[src/hw/rtl/lr_pkg.sv]
// Shared types and constants of the line rasteriser.
// Depends on nothing; imported by every RTL module of the block.
package lr_pkg;

   localparam int LR_COORD_BITS = 12;
   localparam int DIM_BITS      = 11;
   localparam int FQ_DEPTH      = 2;
   localparam int RQ_DEPTH      = 2;
   localparam int CSR_IDX_BITS  = 1;

   localparam logic OP_LOAD = 1'b0;
   localparam logic OP_TICK = 1'b1;

   localparam logic [CSR_IDX_BITS-1:0] CSR_MAP_WIDTH  = 1'd0;
   localparam logic [CSR_IDX_BITS-1:0] CSR_MAP_HEIGHT = 1'd1;

   localparam logic [DIM_BITS-1:0] MAP_WIDTH_RESET  = 11'd640;
   localparam logic [DIM_BITS-1:0] MAP_HEIGHT_RESET = 11'd640;

   typedef struct packed {
      logic op;
      logic steep;
      logic minor_down;
   } lr_cmd_type;

   typedef struct packed {
      logic inside_res;
      logic last;
   } lr_flags_type;

endpackage

[src/hw/rtl/lr_front.sv]
// Front end: classifies incoming items (axis, direction, ordering) and queues them.
// Depends on lr_pkg.
module lr_front import lr_pkg::*; #(
   parameter int COORD_BITS = LR_COORD_BITS
) (
   input  logic                         clock,
   input  logic                         reset,
   input  logic                         req_push,
   output logic                         req_full,
   input  logic                         req_op,
   input  logic signed [COORD_BITS-1:0] req_x_start,
   input  logic signed [COORD_BITS-1:0] req_y_start,
   input  logic signed [COORD_BITS-1:0] req_x_end,
   input  logic signed [COORD_BITS-1:0] req_y_end,
   output logic                         head_valid,
   input  logic                         head_pop,
   output lr_cmd_type                   head_cmd,
   output logic signed [COORD_BITS-1:0] head_start_major,
   output logic signed [COORD_BITS-1:0] head_start_minor,
   output logic signed [COORD_BITS-1:0] head_end_major,
   output logic        [COORD_BITS-1:0] head_dmaj,
   output logic        [COORD_BITS-1:0] head_dmin
);

   localparam int PTR_BITS = (FQ_DEPTH > 1) ? $clog2(FQ_DEPTH) : 1;
   localparam int CNT_BITS = $clog2(FQ_DEPTH + 1);

   logic signed [COORD_BITS:0]   dx, dy, d_minor, neg_dx, neg_dy;
   logic        [COORD_BITS-1:0] adx, ady;
   logic                         steep, swap;
   lr_cmd_type                   cmd;
   logic signed [COORD_BITS-1:0] s_major, s_minor, e_major;
   logic        [COORD_BITS-1:0] dmaj, dmin;
   logic                         do_push;

   lr_cmd_type                   cmd_mem_ff   [FQ_DEPTH];
   logic signed [COORD_BITS-1:0] smaj_mem_ff  [FQ_DEPTH];
   logic signed [COORD_BITS-1:0] smin_mem_ff  [FQ_DEPTH];
   logic signed [COORD_BITS-1:0] emaj_mem_ff  [FQ_DEPTH];
   logic        [COORD_BITS-1:0] dmaj_mem_ff  [FQ_DEPTH];
   logic        [COORD_BITS-1:0] dmin_mem_ff  [FQ_DEPTH];
   logic [PTR_BITS-1:0]          wr_ptr_ff, wr_ptr_in, rd_ptr_ff, rd_ptr_in;
   logic [CNT_BITS-1:0]          count_ff, count_in;

   // classify: axis, ordering along the major axis, minor direction
   always_comb begin
      dx     = {req_x_end[COORD_BITS-1], req_x_end} - {req_x_start[COORD_BITS-1], req_x_start};
      dy     = {req_y_end[COORD_BITS-1], req_y_end} - {req_y_start[COORD_BITS-1], req_y_start};
      neg_dx = -dx;
      neg_dy = -dy;
      adx    = dx[COORD_BITS] ? neg_dx[COORD_BITS-1:0] : dx[COORD_BITS-1:0];
      ady    = dy[COORD_BITS] ? neg_dy[COORD_BITS-1:0] : dy[COORD_BITS-1:0];
      steep  = ady > adx;
      swap   = steep ? dy[COORD_BITS] : dx[COORD_BITS];
      d_minor = steep ? dx : dy;
      if (steep) begin
         s_major = swap ? req_y_end   : req_y_start;
         s_minor = swap ? req_x_end   : req_x_start;
         e_major = swap ? req_y_start : req_y_end;
         dmaj    = ady;
         dmin    = adx;
      end else begin
         s_major = swap ? req_x_end   : req_x_start;
         s_minor = swap ? req_y_end   : req_y_start;
         e_major = swap ? req_x_start : req_x_end;
         dmaj    = adx;
         dmin    = ady;
      end
      cmd.op         = req_op;
      cmd.steep      = steep;
      cmd.minor_down = (d_minor != '0) && (d_minor[COORD_BITS] ^ swap);
   end

   assign req_full = (count_ff == CNT_BITS'(FQ_DEPTH));
   assign do_push  = req_push && !req_full;

   assign head_valid       = (count_ff != '0);
   assign head_cmd         = cmd_mem_ff[rd_ptr_ff];
   assign head_start_major = smaj_mem_ff[rd_ptr_ff];
   assign head_start_minor = smin_mem_ff[rd_ptr_ff];
   assign head_end_major   = emaj_mem_ff[rd_ptr_ff];
   assign head_dmaj        = dmaj_mem_ff[rd_ptr_ff];
   assign head_dmin        = dmin_mem_ff[rd_ptr_ff];

   always_comb begin
      wr_ptr_in = do_push ? PTR_BITS'(wr_ptr_ff + 1'b1) : wr_ptr_ff;
      rd_ptr_in = head_pop ? PTR_BITS'(rd_ptr_ff + 1'b1) : rd_ptr_ff;
      count_in  = count_ff;
      if (do_push && !head_pop) begin
         count_in = count_ff + 1'b1;
      end else if (!do_push && head_pop) begin
         count_in = count_ff - 1'b1;
      end
   end

   always_ff @(posedge clock) begin
      if (reset) begin
         wr_ptr_ff <= '0;
         rd_ptr_ff <= '0;
         count_ff  <= '0;
      end else begin
         wr_ptr_ff <= wr_ptr_in;
         rd_ptr_ff <= rd_ptr_in;
         count_ff  <= count_in;
      end
   end

   always_ff @(posedge clock) begin
      if (do_push) begin
         cmd_mem_ff[wr_ptr_ff]  <= cmd;
         smaj_mem_ff[wr_ptr_ff] <= s_major;
         smin_mem_ff[wr_ptr_ff] <= s_minor;
         emaj_mem_ff[wr_ptr_ff] <= e_major;
         dmaj_mem_ff[wr_ptr_ff] <= dmaj;
         dmin_mem_ff[wr_ptr_ff] <= dmin;
      end
   end

endmodule

[src/hw/rtl/lr_back.sv]
// Back end: clipping Bresenham engine; a pixel per cycle unless stalled.
// Depends on lr_pkg.
module lr_back import lr_pkg::*; #(
   parameter int COORD_BITS = LR_COORD_BITS
) (
   input  logic                         clock,
   input  logic                         reset,
   input  logic                         head_valid,
   output logic                         head_pop,
   input  lr_cmd_type                   head_cmd,
   input  logic signed [COORD_BITS-1:0] head_start_major,
   input  logic signed [COORD_BITS-1:0] head_start_minor,
   input  logic signed [COORD_BITS-1:0] head_end_major,
   input  logic        [COORD_BITS-1:0] head_dmaj,
   input  logic        [COORD_BITS-1:0] head_dmin,
   input  logic        [DIM_BITS-1:0]   map_width,
   input  logic        [DIM_BITS-1:0]   map_height,
   input  logic                         out_space,
   output logic                         out_push,
   output logic signed [COORD_BITS-1:0] out_pixel_x,
   output logic signed [COORD_BITS-1:0] out_pixel_y,
   output lr_flags_type                 out_flags
);

   localparam int DW       = COORD_BITS + 2;
   localparam int CMP_BITS = (COORD_BITS > DIM_BITS) ? COORD_BITS : DIM_BITS;

   logic                         busy_ff, steep_ff, minor_down_ff;
   logic signed [COORD_BITS-1:0] cur_major_ff, cur_minor_ff, end_major_ff;
   logic signed [DW-1:0]         decision_ff, inc_diagonal_ff;
   logic        [COORD_BITS:0]   inc_straight_ff;

   logic                         is_load, tick_emit, load_take, fin, step;
   logic signed [DW-1:0]         two_dmin, two_dmaj, one_dmaj;

   assign is_load   = (head_cmd.op == OP_LOAD);
   assign tick_emit = head_valid && !is_load && busy_ff;
   assign load_take = head_valid && is_load && !busy_ff;
   assign head_pop  = head_valid && (!tick_emit || out_space);
   assign out_push  = tick_emit && out_space;
   assign fin       = (cur_major_ff >= end_major_ff);
   assign step      = out_push && !fin;

   assign two_dmin = $signed({1'b0, head_dmin, 1'b0});
   assign two_dmaj = $signed({1'b0, head_dmaj, 1'b0});
   assign one_dmaj = $signed({2'b00, head_dmaj});

   always_comb begin
      out_pixel_x          = steep_ff ? cur_minor_ff : cur_major_ff;
      out_pixel_y          = steep_ff ? cur_major_ff : cur_minor_ff;
      out_flags.last       = fin;
      out_flags.inside_res = !out_pixel_x[COORD_BITS-1] && !out_pixel_y[COORD_BITS-1]
         && (CMP_BITS'($unsigned(out_pixel_x)) < CMP_BITS'(map_width))
         && (CMP_BITS'($unsigned(out_pixel_y)) < CMP_BITS'(map_height));
   end

   always_ff @(posedge clock) begin
      if (reset) begin
         busy_ff <= 1'b0;
      end else if (load_take) begin
         busy_ff <= 1'b1;
      end else if (out_push && fin) begin
         busy_ff <= 1'b0;
      end
   end

   always_ff @(posedge clock) begin
      if (load_take) begin
         steep_ff        <= head_cmd.steep;
         minor_down_ff   <= head_cmd.minor_down;
         cur_major_ff    <= head_start_major;
         cur_minor_ff    <= head_start_minor;
         end_major_ff    <= head_end_major;
         inc_straight_ff <= {head_dmin, 1'b0};
         inc_diagonal_ff <= two_dmin - two_dmaj;
         decision_ff     <= two_dmin - one_dmaj;
      end else if (step) begin
         cur_major_ff <= cur_major_ff + 1'b1;
         if (decision_ff[DW-1] || (decision_ff == '0)) begin
            decision_ff <= decision_ff + $signed({1'b0, inc_straight_ff});
         end else begin
            decision_ff  <= decision_ff + inc_diagonal_ff;
            cur_minor_ff <= minor_down_ff ? cur_minor_ff - 1'b1 : cur_minor_ff + 1'b1;
         end
      end
   end

endmodule

[src/hw/rtl/lr_rsp_queue.sv]
// Result queue holding finished pixels until the consumer pops them.
// Depends on lr_pkg.
module lr_rsp_queue import lr_pkg::*; #(
   parameter int COORD_BITS = LR_COORD_BITS
) (
   input  logic                         clock,
   input  logic                         reset,
   input  logic                         wr_en,
   output logic                         wr_space,
   input  logic signed [COORD_BITS-1:0] wr_pixel_x,
   input  logic signed [COORD_BITS-1:0] wr_pixel_y,
   input  lr_flags_type                 wr_flags,
   output logic                         rsp_empty,
   input  logic                         rsp_pop,
   output logic signed [COORD_BITS-1:0] rsp_pixel_x,
   output logic signed [COORD_BITS-1:0] rsp_pixel_y,
   output logic                         rsp_inside_res,
   output logic                         rsp_last
);

   localparam int PTR_BITS = (RQ_DEPTH > 1) ? $clog2(RQ_DEPTH) : 1;
   localparam int CNT_BITS = $clog2(RQ_DEPTH + 1);

   logic signed [COORD_BITS-1:0] px_mem_ff [RQ_DEPTH];
   logic signed [COORD_BITS-1:0] py_mem_ff [RQ_DEPTH];
   lr_flags_type                 fl_mem_ff [RQ_DEPTH];
   logic [PTR_BITS-1:0]          wr_ptr_ff, wr_ptr_in, rd_ptr_ff, rd_ptr_in;
   logic [CNT_BITS-1:0]          count_ff, count_in;
   logic                         do_pop;

   assign rsp_empty      = (count_ff == '0);
   assign do_pop         = rsp_pop && !rsp_empty;
   assign wr_space       = (count_ff != CNT_BITS'(RQ_DEPTH)) || do_pop;
   assign rsp_pixel_x    = px_mem_ff[rd_ptr_ff];
   assign rsp_pixel_y    = py_mem_ff[rd_ptr_ff];
   assign rsp_inside_res = fl_mem_ff[rd_ptr_ff].inside_res;
   assign rsp_last       = fl_mem_ff[rd_ptr_ff].last;

   always_comb begin
      wr_ptr_in = wr_en ? PTR_BITS'(wr_ptr_ff + 1'b1) : wr_ptr_ff;
      rd_ptr_in = do_pop ? PTR_BITS'(rd_ptr_ff + 1'b1) : rd_ptr_ff;
      count_in  = count_ff;
      if (wr_en && !do_pop) begin
         count_in = count_ff + 1'b1;
      end else if (!wr_en && do_pop) begin
         count_in = count_ff - 1'b1;
      end
   end

   always_ff @(posedge clock) begin
      if (reset) begin
         wr_ptr_ff <= '0;
         rd_ptr_ff <= '0;
         count_ff  <= '0;
      end else begin
         wr_ptr_ff <= wr_ptr_in;
         rd_ptr_ff <= rd_ptr_in;
         count_ff  <= count_in;
      end
   end

   always_ff @(posedge clock) begin
      if (wr_en) begin
         px_mem_ff[wr_ptr_ff] <= wr_pixel_x;
         py_mem_ff[wr_ptr_ff] <= wr_pixel_y;
         fl_mem_ff[wr_ptr_ff] <= wr_flags;
      end
   end

endmodule

[src/hw/rtl/line_rasterizer_top.sv]
// Line rasteriser top level: Bresenham pixel generator with map clipping.
// A tick's pixel passes the front queue, then the result queue, before it shows on rsp_.
// Throughput: one item per cycle unless results back up, set by one add-and-compare step.
// Reset (synchronous, active high): both queues empty, engine idle, map size 640 x 640.
// Depends on lr_pkg, lr_front, lr_back and lr_rsp_queue.
module line_rasterizer_top import lr_pkg::*; #(
   parameter int COORD_BITS = LR_COORD_BITS
) (
   input  logic                         clock,
   input  logic                         reset,
   // request channel: a transfer happens when req_push is high and req_full low
   input  logic                         req_push,
   output logic                         req_full,
   input  logic                         req_op,
   input  logic signed [COORD_BITS-1:0] req_x_start,
   input  logic signed [COORD_BITS-1:0] req_y_start,
   input  logic signed [COORD_BITS-1:0] req_x_end,
   input  logic signed [COORD_BITS-1:0] req_y_end,
   // result channel: oldest pixel shown while rsp_empty is low
   output logic                         rsp_empty,
   input  logic                         rsp_pop,
   output logic signed [COORD_BITS-1:0] rsp_pixel_x,
   output logic signed [COORD_BITS-1:0] rsp_pixel_y,
   output logic                         rsp_inside_res,
   output logic                         rsp_last,
   // register write channel
   input  logic                         csr_valid,
   output logic                         csr_ready,
   input  logic [CSR_IDX_BITS-1:0]      csr_index,
   input  logic [DIM_BITS-1:0]          csr_data
);

   logic                         head_valid, head_pop;
   lr_cmd_type                   head_cmd;
   logic signed [COORD_BITS-1:0] head_start_major, head_start_minor, head_end_major;
   logic        [COORD_BITS-1:0] head_dmaj, head_dmin;
   logic                         out_space, out_push;
   logic signed [COORD_BITS-1:0] out_pixel_x, out_pixel_y;
   lr_flags_type                 out_flags;
   logic [DIM_BITS-1:0]          map_width_ff, map_height_ff;

   // Register writes always taken; the user must send them only while idle (unchecked).
   assign csr_ready = 1'b1;

   always_ff @(posedge clock) begin
      if (reset) begin
         map_width_ff  <= MAP_WIDTH_RESET;
         map_height_ff <= MAP_HEIGHT_RESET;
      end else if (csr_valid && csr_ready) begin
         case (csr_index)
            CSR_MAP_WIDTH:  map_width_ff  <= csr_data;
            CSR_MAP_HEIGHT: map_height_ff <= csr_data;
            default: begin
               // hold both registers on an unknown index
            end
         endcase
      end
   end

   // Front: work out axis, direction and endpoint order, then queue the item.
   lr_front #(.COORD_BITS(COORD_BITS)) u_front (
      .clock            (clock),
      .reset            (reset),
      .req_push         (req_push),
      .req_full         (req_full),
      .req_op           (req_op),
      .req_x_start      (req_x_start),
      .req_y_start      (req_y_start),
      .req_x_end        (req_x_end),
      .req_y_end        (req_y_end),
      .head_valid       (head_valid),
      .head_pop         (head_pop),
      .head_cmd         (head_cmd),
      .head_start_major (head_start_major),
      .head_start_minor (head_start_minor),
      .head_end_major   (head_end_major),
      .head_dmaj        (head_dmaj),
      .head_dmin        (head_dmin)
   );

   // Back: load a line or step one pixel per cycle while results have room; drop ticks
   // while idle and loads while a line is in progress.
   lr_back #(.COORD_BITS(COORD_BITS)) u_back (
      .clock            (clock),
      .reset            (reset),
      .head_valid       (head_valid),
      .head_pop         (head_pop),
      .head_cmd         (head_cmd),
      .head_start_major (head_start_major),
      .head_start_minor (head_start_minor),
      .head_end_major   (head_end_major),
      .head_dmaj        (head_dmaj),
      .head_dmin        (head_dmin),
      .map_width        (map_width_ff),
      .map_height       (map_height_ff),
      .out_space        (out_space),
      .out_push         (out_push),
      .out_pixel_x      (out_pixel_x),
      .out_pixel_y      (out_pixel_y),
      .out_flags        (out_flags)
   );

   // Result queue: lets the engine advance while earlier pixels await transfer.
   lr_rsp_queue #(.COORD_BITS(COORD_BITS)) u_rsp_queue (
      .clock          (clock),
      .reset          (reset),
      .wr_en          (out_push),
      .wr_space       (out_space),
      .wr_pixel_x     (out_pixel_x),
      .wr_pixel_y     (out_pixel_y),
      .wr_flags       (out_flags),
      .rsp_empty      (rsp_empty),
      .rsp_pop        (rsp_pop),
      .rsp_pixel_x    (rsp_pixel_x),
      .rsp_pixel_y    (rsp_pixel_y),
      .rsp_inside_res (rsp_inside_res),
      .rsp_last       (rsp_last)
   );

endmodule

[config.mk]
export PLATFORM = sky130hd
export DESIGN_NAME = line_rasterizer_top
export DESIGN_NICKNAME = d
export VERILOG_FILES = /design/src/hw/rtl/lr_pkg.sv /design/src/hw/rtl/lr_front.sv /design/src/hw/rtl/lr_back.sv /design/src/hw/rtl/lr_rsp_queue.sv /design/src/hw/rtl/line_rasterizer_top.sv
export SDC_FILE = /design/constraint.sdc
export NUM_CORES = 1
export LEC_CHECK = 0
export ABC_CLOCK_PERIOD_IN_PS = 12500
export BUFFER_PORTS_ARGS = -buffer_cell sky130_fd_sc_hd__buf_4
export CORE_ASPECT_RATIO = 1.4
export CORE_UTILIZATION = 40
export DETAILED_ROUTE_END_ITERATION = 16
export GPL_TIMING_DRIVEN = 1
export PLACE_DENSITY_LB_ADDON = 0.08
export SLEW_MARGIN = 10
export SYNTH_ARGS = -nofsm -noshare
export SYNTH_HDL_FRONTEND = slang
export SYNTH_SLANG_ARGS = --single-unit
export TNS_END_PERCENT = 50
[constraint.sdc]
create_clock -name clock -period 12.5 [get_ports clock]
set_input_delay 0 -clock clock [delete_from_list [all_inputs] [get_ports clock]]
set_output_delay 0 -clock clock [all_outputs]
set_load 0.01 [all_outputs]
Yosys cells after proc, flatten, opt, wreduce, memory -nomap -nowiden
Memories as Yosys holds them, arrays and structs flattened. A register that Yosys moved wholly into a read port is not among the register bits. Index checks and enable logic that the tools add are counted.

Output and inout port bits: 29. Memories: 9. Bits in writable memories: 178. Input port bits: 66. Bits in registers: 97. Logic and storage cells: 147.

Memory list: u_front.dmaj_mem_ff (depth 2, width 12, read ports 1, clocked after Yosys merged registers in 1, wr ports 1, RTL line lr_front.sv:40) `logic [COORD_BITS-1:0] dmaj_mem_ff [FQ_DEPTH];`; u_front.dmin_mem_ff (depth 2, width 12, read ports 1, clocked after Yosys merged registers in 1, wr ports 1, RTL line lr_front.sv:41) `logic [COORD_BITS-1:0] dmin_mem_ff [FQ_DEPTH];`; u_front.emaj_mem_ff (depth 2, width 12, read ports 1, clocked after Yosys merged registers in 1, wr ports 1, RTL line lr_front.sv:39) `logic signed [COORD_BITS-1:0] emaj_mem_ff [FQ_DEPTH];`; u_front.smaj_mem_ff (depth 2, width 12, read ports 1, clocked after Yosys merged registers in 1, wr ports 1, RTL line lr_front.sv:37) `logic signed [COORD_BITS-1:0] smaj_mem_ff [FQ_DEPTH];`; u_front.smin_mem_ff (depth 2, width 12, read ports 1, clocked after Yosys merged registers in 1, wr ports 1, RTL line lr_front.sv:38) `logic signed [COORD_BITS-1:0] smin_mem_ff [FQ_DEPTH];`; u_rsp_queue.px_mem_ff (depth 2, width 12, read ports 1, clocked after Yosys merged registers in 1, wr ports 1, RTL line lr_rsp_queue.sv:24) `logic signed [COORD_BITS-1:0] px_mem_ff [RQ_DEPTH];`; +3 memories.

Eq/ne operators: 3. Add/subtract/negate cells: 19. $lt $le $gt $ge: 4. Bitwise operators: 3. Reductions and logical operators: 43. Mux-type cells: 50.

Operators by type and width (count): 12-bit 2-to-1 mux (19); 14-bit 2-to-1 mux (3); 14-bit adder (2); 12-bit by 12-bit subtractor with 13-bit output (2); 12-bit by 1-bit adder with 12-bit output, second input constant (2); 12-bit by 11-bit less-than comparator with 1-bit output (2); 12-bit negation (2); 1-bit 2-to-1 mux (23); 1-bit logical AND (18); 14-bit logical NOT (1); 13-bit by 12-bit subtractor with 14-bit output (1); 13-bit by 13-bit subtractor with 14-bit output (1); 13-bit 2-to-1 mux (1); 13-bit nonzero test (1); 12-bit greater-or-equal comparator (1); 12-bit greater-than comparator (1); 12-bit by 1-bit subtractor with 12-bit output, second input constant (1); 1-bit logical NOT (11); 2-bit nonzero test (5); 2-bit 2-to-1 mux (4); 2-bit AND reduction (3); 1-bit adder, second input constant (4); 2-bit by 1-bit adder with 2-bit output, second input constant (2); 2-bit by 1-bit subtractor with 2-bit output, second input constant (2); other kinds (7) (10).

Logic depth before layout (Yosys ltp)
Word-level depth: 9. Depth in mapped cells: 26. Gate-level depth less buffers: 22.

Modules after synthesis
A second synthesis with hierarchy kept.

Cells, all modules: 1515. Area, all modules: 17468.0 um^2.

Modules (own cells, without submodules): lr_front (seq. area each 3883.7 um^2, cells each 685, area an instance 8150.3 um^2, instances 1); lr_back (seq. area each 2332.2 um^2, cells each 639, area an instance 6323.6 um^2, instances 1); lr_rsp_queue (seq. area each 1661.6 um^2, cells each 104, area an instance 2082.0 um^2, instances 1); line_rasterizer_top (seq. area each 440.4 um^2, cells each 87, area an instance 912.1 um^2, instances 1).

Worst setup path after synthesis
Ideal clock, no wire load.

Kind: in2reg. From: input port req_y_end[0]. To: memory u_front.emaj_mem_ff[0][10] in the netlist's numbering, data pin. Arrival: 4.010 ns. Slack: 8.214 ns. Setup time: 0.276 ns. Stages: 23. Path through: inv_1 ha_1 fa_1 nand2b_4 a21oi_2 o41ai_2 o311a_1 a22oi_1 buf_2 nor2_1 xor2_1 inv_1 ha_1 a21o_1 a21o_1 a21oi_1 o21a_1 o21ai_0 o31ai_1 buf_4 clkbuf_1 clkbuf_1 a21oi_1.

Word-level cells in the longest chain between the ends: 7. Elaborated cells between the ends (all ways): 8.

RTL lines: start, declared (RTL line line_rasterizer_top.sv:18) `input logic signed [COORD_BITS-1:0] req_y_end,`; 12-bit by 12-bit subtractor with 13-bit output * (RTL line lr_front.sv:48) `dy = {req_y_end[COORD_BITS-1], req_y_end} - {req_y_start[COORD_BITS-1], req_y_start};`; 12-bit negation (RTL line lr_front.sv:50) `neg_dy = -dy;`; 12-bit 2-to-1 mux (RTL line lr_front.sv:52) `ady = dy[COORD_BITS] ? neg_dy[COORD_BITS-1:0] : dy[COORD_BITS-1:0];`; 12-bit greater-than comparator (RTL line lr_front.sv:53) `steep = ady > adx;`; 1-bit 2-to-1 mux (RTL line lr_front.sv:54) `swap = steep ? dy[COORD_BITS] : dx[COORD_BITS];`; 12-bit 2-to-1 mux (on tied branches) (RTL line lr_front.sv:65, lr_front.sv:59); 12-bit 2-to-1 mux * (RTL line lr_front.sv:56) `if (steep) begin`; via u_front.e_major[10] (RTL line lr_front.sv:32) `logic signed [COORD_BITS-1:0] s_major, s_minor, e_major;`; end, declared (RTL line lr_front.sv:39).

The timed path passes the listed nets; every way through them passes the cells marked *.

Worst setup path after layout
From: input port req_x_start[0]. To: memory u_front.smin_mem_ff[0][1] in the netlist's numbering, data pin.

Word-level cells in the longest chain between the ends: 7. Elaborated cells between the ends (all ways): 8.

RTL lines: start, declared (RTL line line_rasterizer_top.sv:15) `input logic signed [COORD_BITS-1:0] req_x_start,`; 12-bit by 12-bit subtractor with 13-bit output * (RTL line lr_front.sv:47) `dx = {req_x_end[COORD_BITS-1], req_x_end} - {req_x_start[COORD_BITS-1], req_x_start};`; 12-bit negation (RTL line lr_front.sv:49) `neg_dx = -dx;`; 12-bit 2-to-1 mux (RTL line lr_front.sv:51) `adx = dx[COORD_BITS] ? neg_dx[COORD_BITS-1:0] : dx[COORD_BITS-1:0];`; 12-bit greater-than comparator (RTL line lr_front.sv:53); 1-bit 2-to-1 mux (RTL line lr_front.sv:54); 12-bit 2-to-1 mux (on tied branches) (RTL line lr_front.sv:64, lr_front.sv:58); 12-bit 2-to-1 mux * (RTL line lr_front.sv:56); via u_front.s_minor[1] (RTL line lr_front.sv:32); end, declared (RTL line lr_front.sv:38).

Marked as above.

==> run metrics <==
hold_ws=54.0 ps; most common cell in the netlist=edfxtp_1; Layout Nets=around 1,900; global-route wire length before repair=~67,000 um; CTS Sinks=approximately 290; largest cells by area after synthesis=edfxtp_1 (45%), ha_1 (8.7%), mux2_2 (5.7%); Routed WL=roughly 43,000 um; number of synthesized flops with an enable pin=255; # DRC=0; Seq cells post-synth=around 290; vias=11,900; IO Count=between 90 and 100; crit-path max FO=90; final core utilization=about half; Routed Antenna Nets=0; Die Ht=between 200 and 250 um; Yosys top cell area share=a little under half; initial antenna violation count=0; drt pass-1 iters=5; H-tree levels=1; Tot GR Track Use=between 20% and 30%; max-slew violations=0; Logic pwr share=~50%; post-synthesis simple-gate area fraction=9.92%; largest net degree at the start of global routing=between 90 and 100; buffer and inverter count on the worst path=7; Min Clock Period, post-route=approximately 6400 ps; post-synth top area cell=edfxtp_1; placed cell count=2,120; Synth Area per Inst=between 10 and 15 um^2; Largest stage delay, worst path=800 ps; Placeable Area=roughly 0.041 mm^2; synthesized area=approximately 0.017 mm^2; most common library cells after synthesis=edfxtp_1 (255), a21oi_1 (146), nor2_1 (127); CTS resizes=0; Crit-path slowest cell=buf_4; clock root cell=clkbuf_16; Clk pwr share=17.3%; Die W=between 150 and 200 um; LEAKAGE=around 7.8 nW; Max Clk Rate=roughly 160 MHz; clock-pin slew on the worst setup and hold paths=60 ps; Netlist cell types=74; XOR/XNOR Fraction of Synth Area=4.82%; CTS max path bufs=3; PortBufs=93; post-DP HPWL=roughly 31,000 um; Psw=1.97 mW; Layout area overhead=19.5%; Cell Pwr Density=between 200 and 300 mW/mm^2; die area=0.0431 mm^2; CTS buffer count=31; Sw Share=a little under two fifths; DP Worst Slack=6940 ps; internal power=approximately 3.3 mW; syn_nets=approximately 1,700; VDD IR max=0.000159 V; site row count=~90; Initial DRC Count=between 500 and 600; Worst-Skew Late Latency=580 ps; Critical Path Start Type=primary input; post-synthesis adder-cell area fraction=under 10%; Synth Flop Type=edfxtp_1; Flop pwr share=about 33%; post-synthesis async set-or-reset flop share=0%; antenna fix cells=0; Fin Setup TNS=0 ps; multiplexer share of the synthesized area=9.76%; TritonCTS clock tree=yes; final hold violation count=0; vias in the first global route=~12,000; Critical Path AT=between 6000 and 7000 ps; complex-gate fraction of the synthesized area=12.9%; Worst-Margin Slew=just over 1000 ps; Starting Density=between 40% and 50%; fraction of layout cells with a size suffix above 1=15.6%; RSZ-0062 raised after global routing=false; gr ovfl total=0; # setup viols final=0; Layout Cells excl Fill=~2,300; total of max-cap violations=0; DR vias/cell=about 5.2; Cells after Synth=between 1,500 and 2,000; post-synthesis sequential area ratio=around 49%; Hold Path Class=primary input to flop; routed len/inst=~19 um; Final Cycle Share=between 50% and 60%; Clock Skews=approximately 21 ps; final worst slack=just over 6000 ps; WP data required=~13,000 ps; Critical Path End Type=flop; gp weighted congestion=0.834; Yosys warnings=0; Setup CP Type=primary input to flop; max_slew headroom=between 30% and 40%; status=completed; Worst path top cell family by delay=buffers and inverters; main combinational cell family by area after synthesis=compound AO/OA/AOI/OAI gates
==> power groups by stage <==
stage / Clock [mW] / Combinational (mW) / Sequential, mW
global placement: 0 / 2.45 / 1.73
finish: 0.905 / 2.61 / 1.72
CTS: 0.933 / 2.64 / 1.72
floorplan: 0 / 1.88 / 1.68
global route: 0.962 / 2.95 / 1.75
detailed placement: 0 / 2.49 / 1.74
==> layout make-up <==
type                            instances  area (um^2)
Clock buffer                           45          848
Fill cell                            3817        21200
Sequential cell                       288         8320
Multi-Input combinational cell       1074         7960
Timing Repair Buffer                  213         1850
Clock inverter                         10          133
Inverter                              107          402
Tap cell                              540          676
==> registers in the layout, indices dropped and copies added (netlist names), 2 cells and up, named ones only <==
register                flops
u_front.emaj_mem_ff        24
map_height_ff              11
u_back.decision_ff         14
u_rsp_queue.count_ff        2
u_back.cur_major_ff        12
u_back.end_major_ff        12
u_rsp_queue.px_mem_ff      24
map_width_ff               11
u_rsp_queue.py_mem_ff      24
u_front.cmd_mem_ff          6
u_front.dmaj_mem_ff        24
u_back.inc_straight_ff     12
u_back.cur_minor_ff        12
u_front.dmin_mem_ff        24
u_rsp_queue.fl_mem_ff       4
u_front.smaj_mem_ff        24
u_back.inc_diagonal_ff     13
u_front.smin_mem_ff        24
u_front.count_ff            2
==> worst min-delay path: stages <==
cell and delay (ps):
buf_4 90, inv_1 50, nor2_1 100, a21oi_1 60
a21oi_1 180
==> cell families (layout without fill, tap and decap cells) <==
group | count (synthesis) | in the layout
xor+xnor | 93 | 93
buf+inv | 168 | 375
simple gates | 357 | 357
compound gates | 345 | 345
mux | 154 | 154
other cells | 1 | 1
fa+ha+maj | 124 | 124
flops | 288 | 288
==> per-stage QoR <==
stage	total power, mW	area (um^2)
2_1_floorplan	3.56	16900
3_3_place_gp	4.18	18200
3_5_place_dp	4.24	18200
4_1_cts	5.30	20200
5_1_grt	5.66	20200
6_report	5.23	20200
==> layer usage <==
metal,up-vias,wire length (um),GRT usage (%)
li1,5939,-,-
met1,5703,18400,24.3
met2,199,22100,37.7
met3,57,1150,1.84
met4,0,1090,5.93
met5,-,0,0
==> cells in the final DEF (no fill, tap or decap), drive strengths merged, types with 68 or more instances in the layout <==
| master | n |
|---|---|
| a21oi | 150 |
| buf | 111 |
| dlygate4sd3 | 102 |
| edfxtp | 255 |
| ha | 118 |
| inv | 108 |
| mux2 | 86 |
| mux2i | 68 |
| nand2 | 93 |
| nor2 | 129 |
==> worst paths after layout <==
check                           slack [ps]                                  end  depth (start not counted)                            start
worst max-delay path                  6050  u_front.smin_mem_ff[0][1]$_DFFE_PP_                         26                   req_x_start[0]
worst min register to register         450        map_height_ff[5]$_SDFFE_PP0P_                          2    map_height_ff[5]$_SDFFE_PP0P_
worst min-delay path                    50  u_front.emaj_mem_ff[0][0]$_DFFE_PP_                          5                     req_x_end[0]
worst max register to register        8050     u_back.decision_ff[13]$_DFFE_PP_                         16  u_back.decision_ff[2]$_DFFE_PP_
==> repair_timing <==
action	4_1_cts	5_1_grt
endpoints found under the hold margin	109	0
setup buffers	0	0
hold buffers	102	0
(Power assumes the default switching activity.)
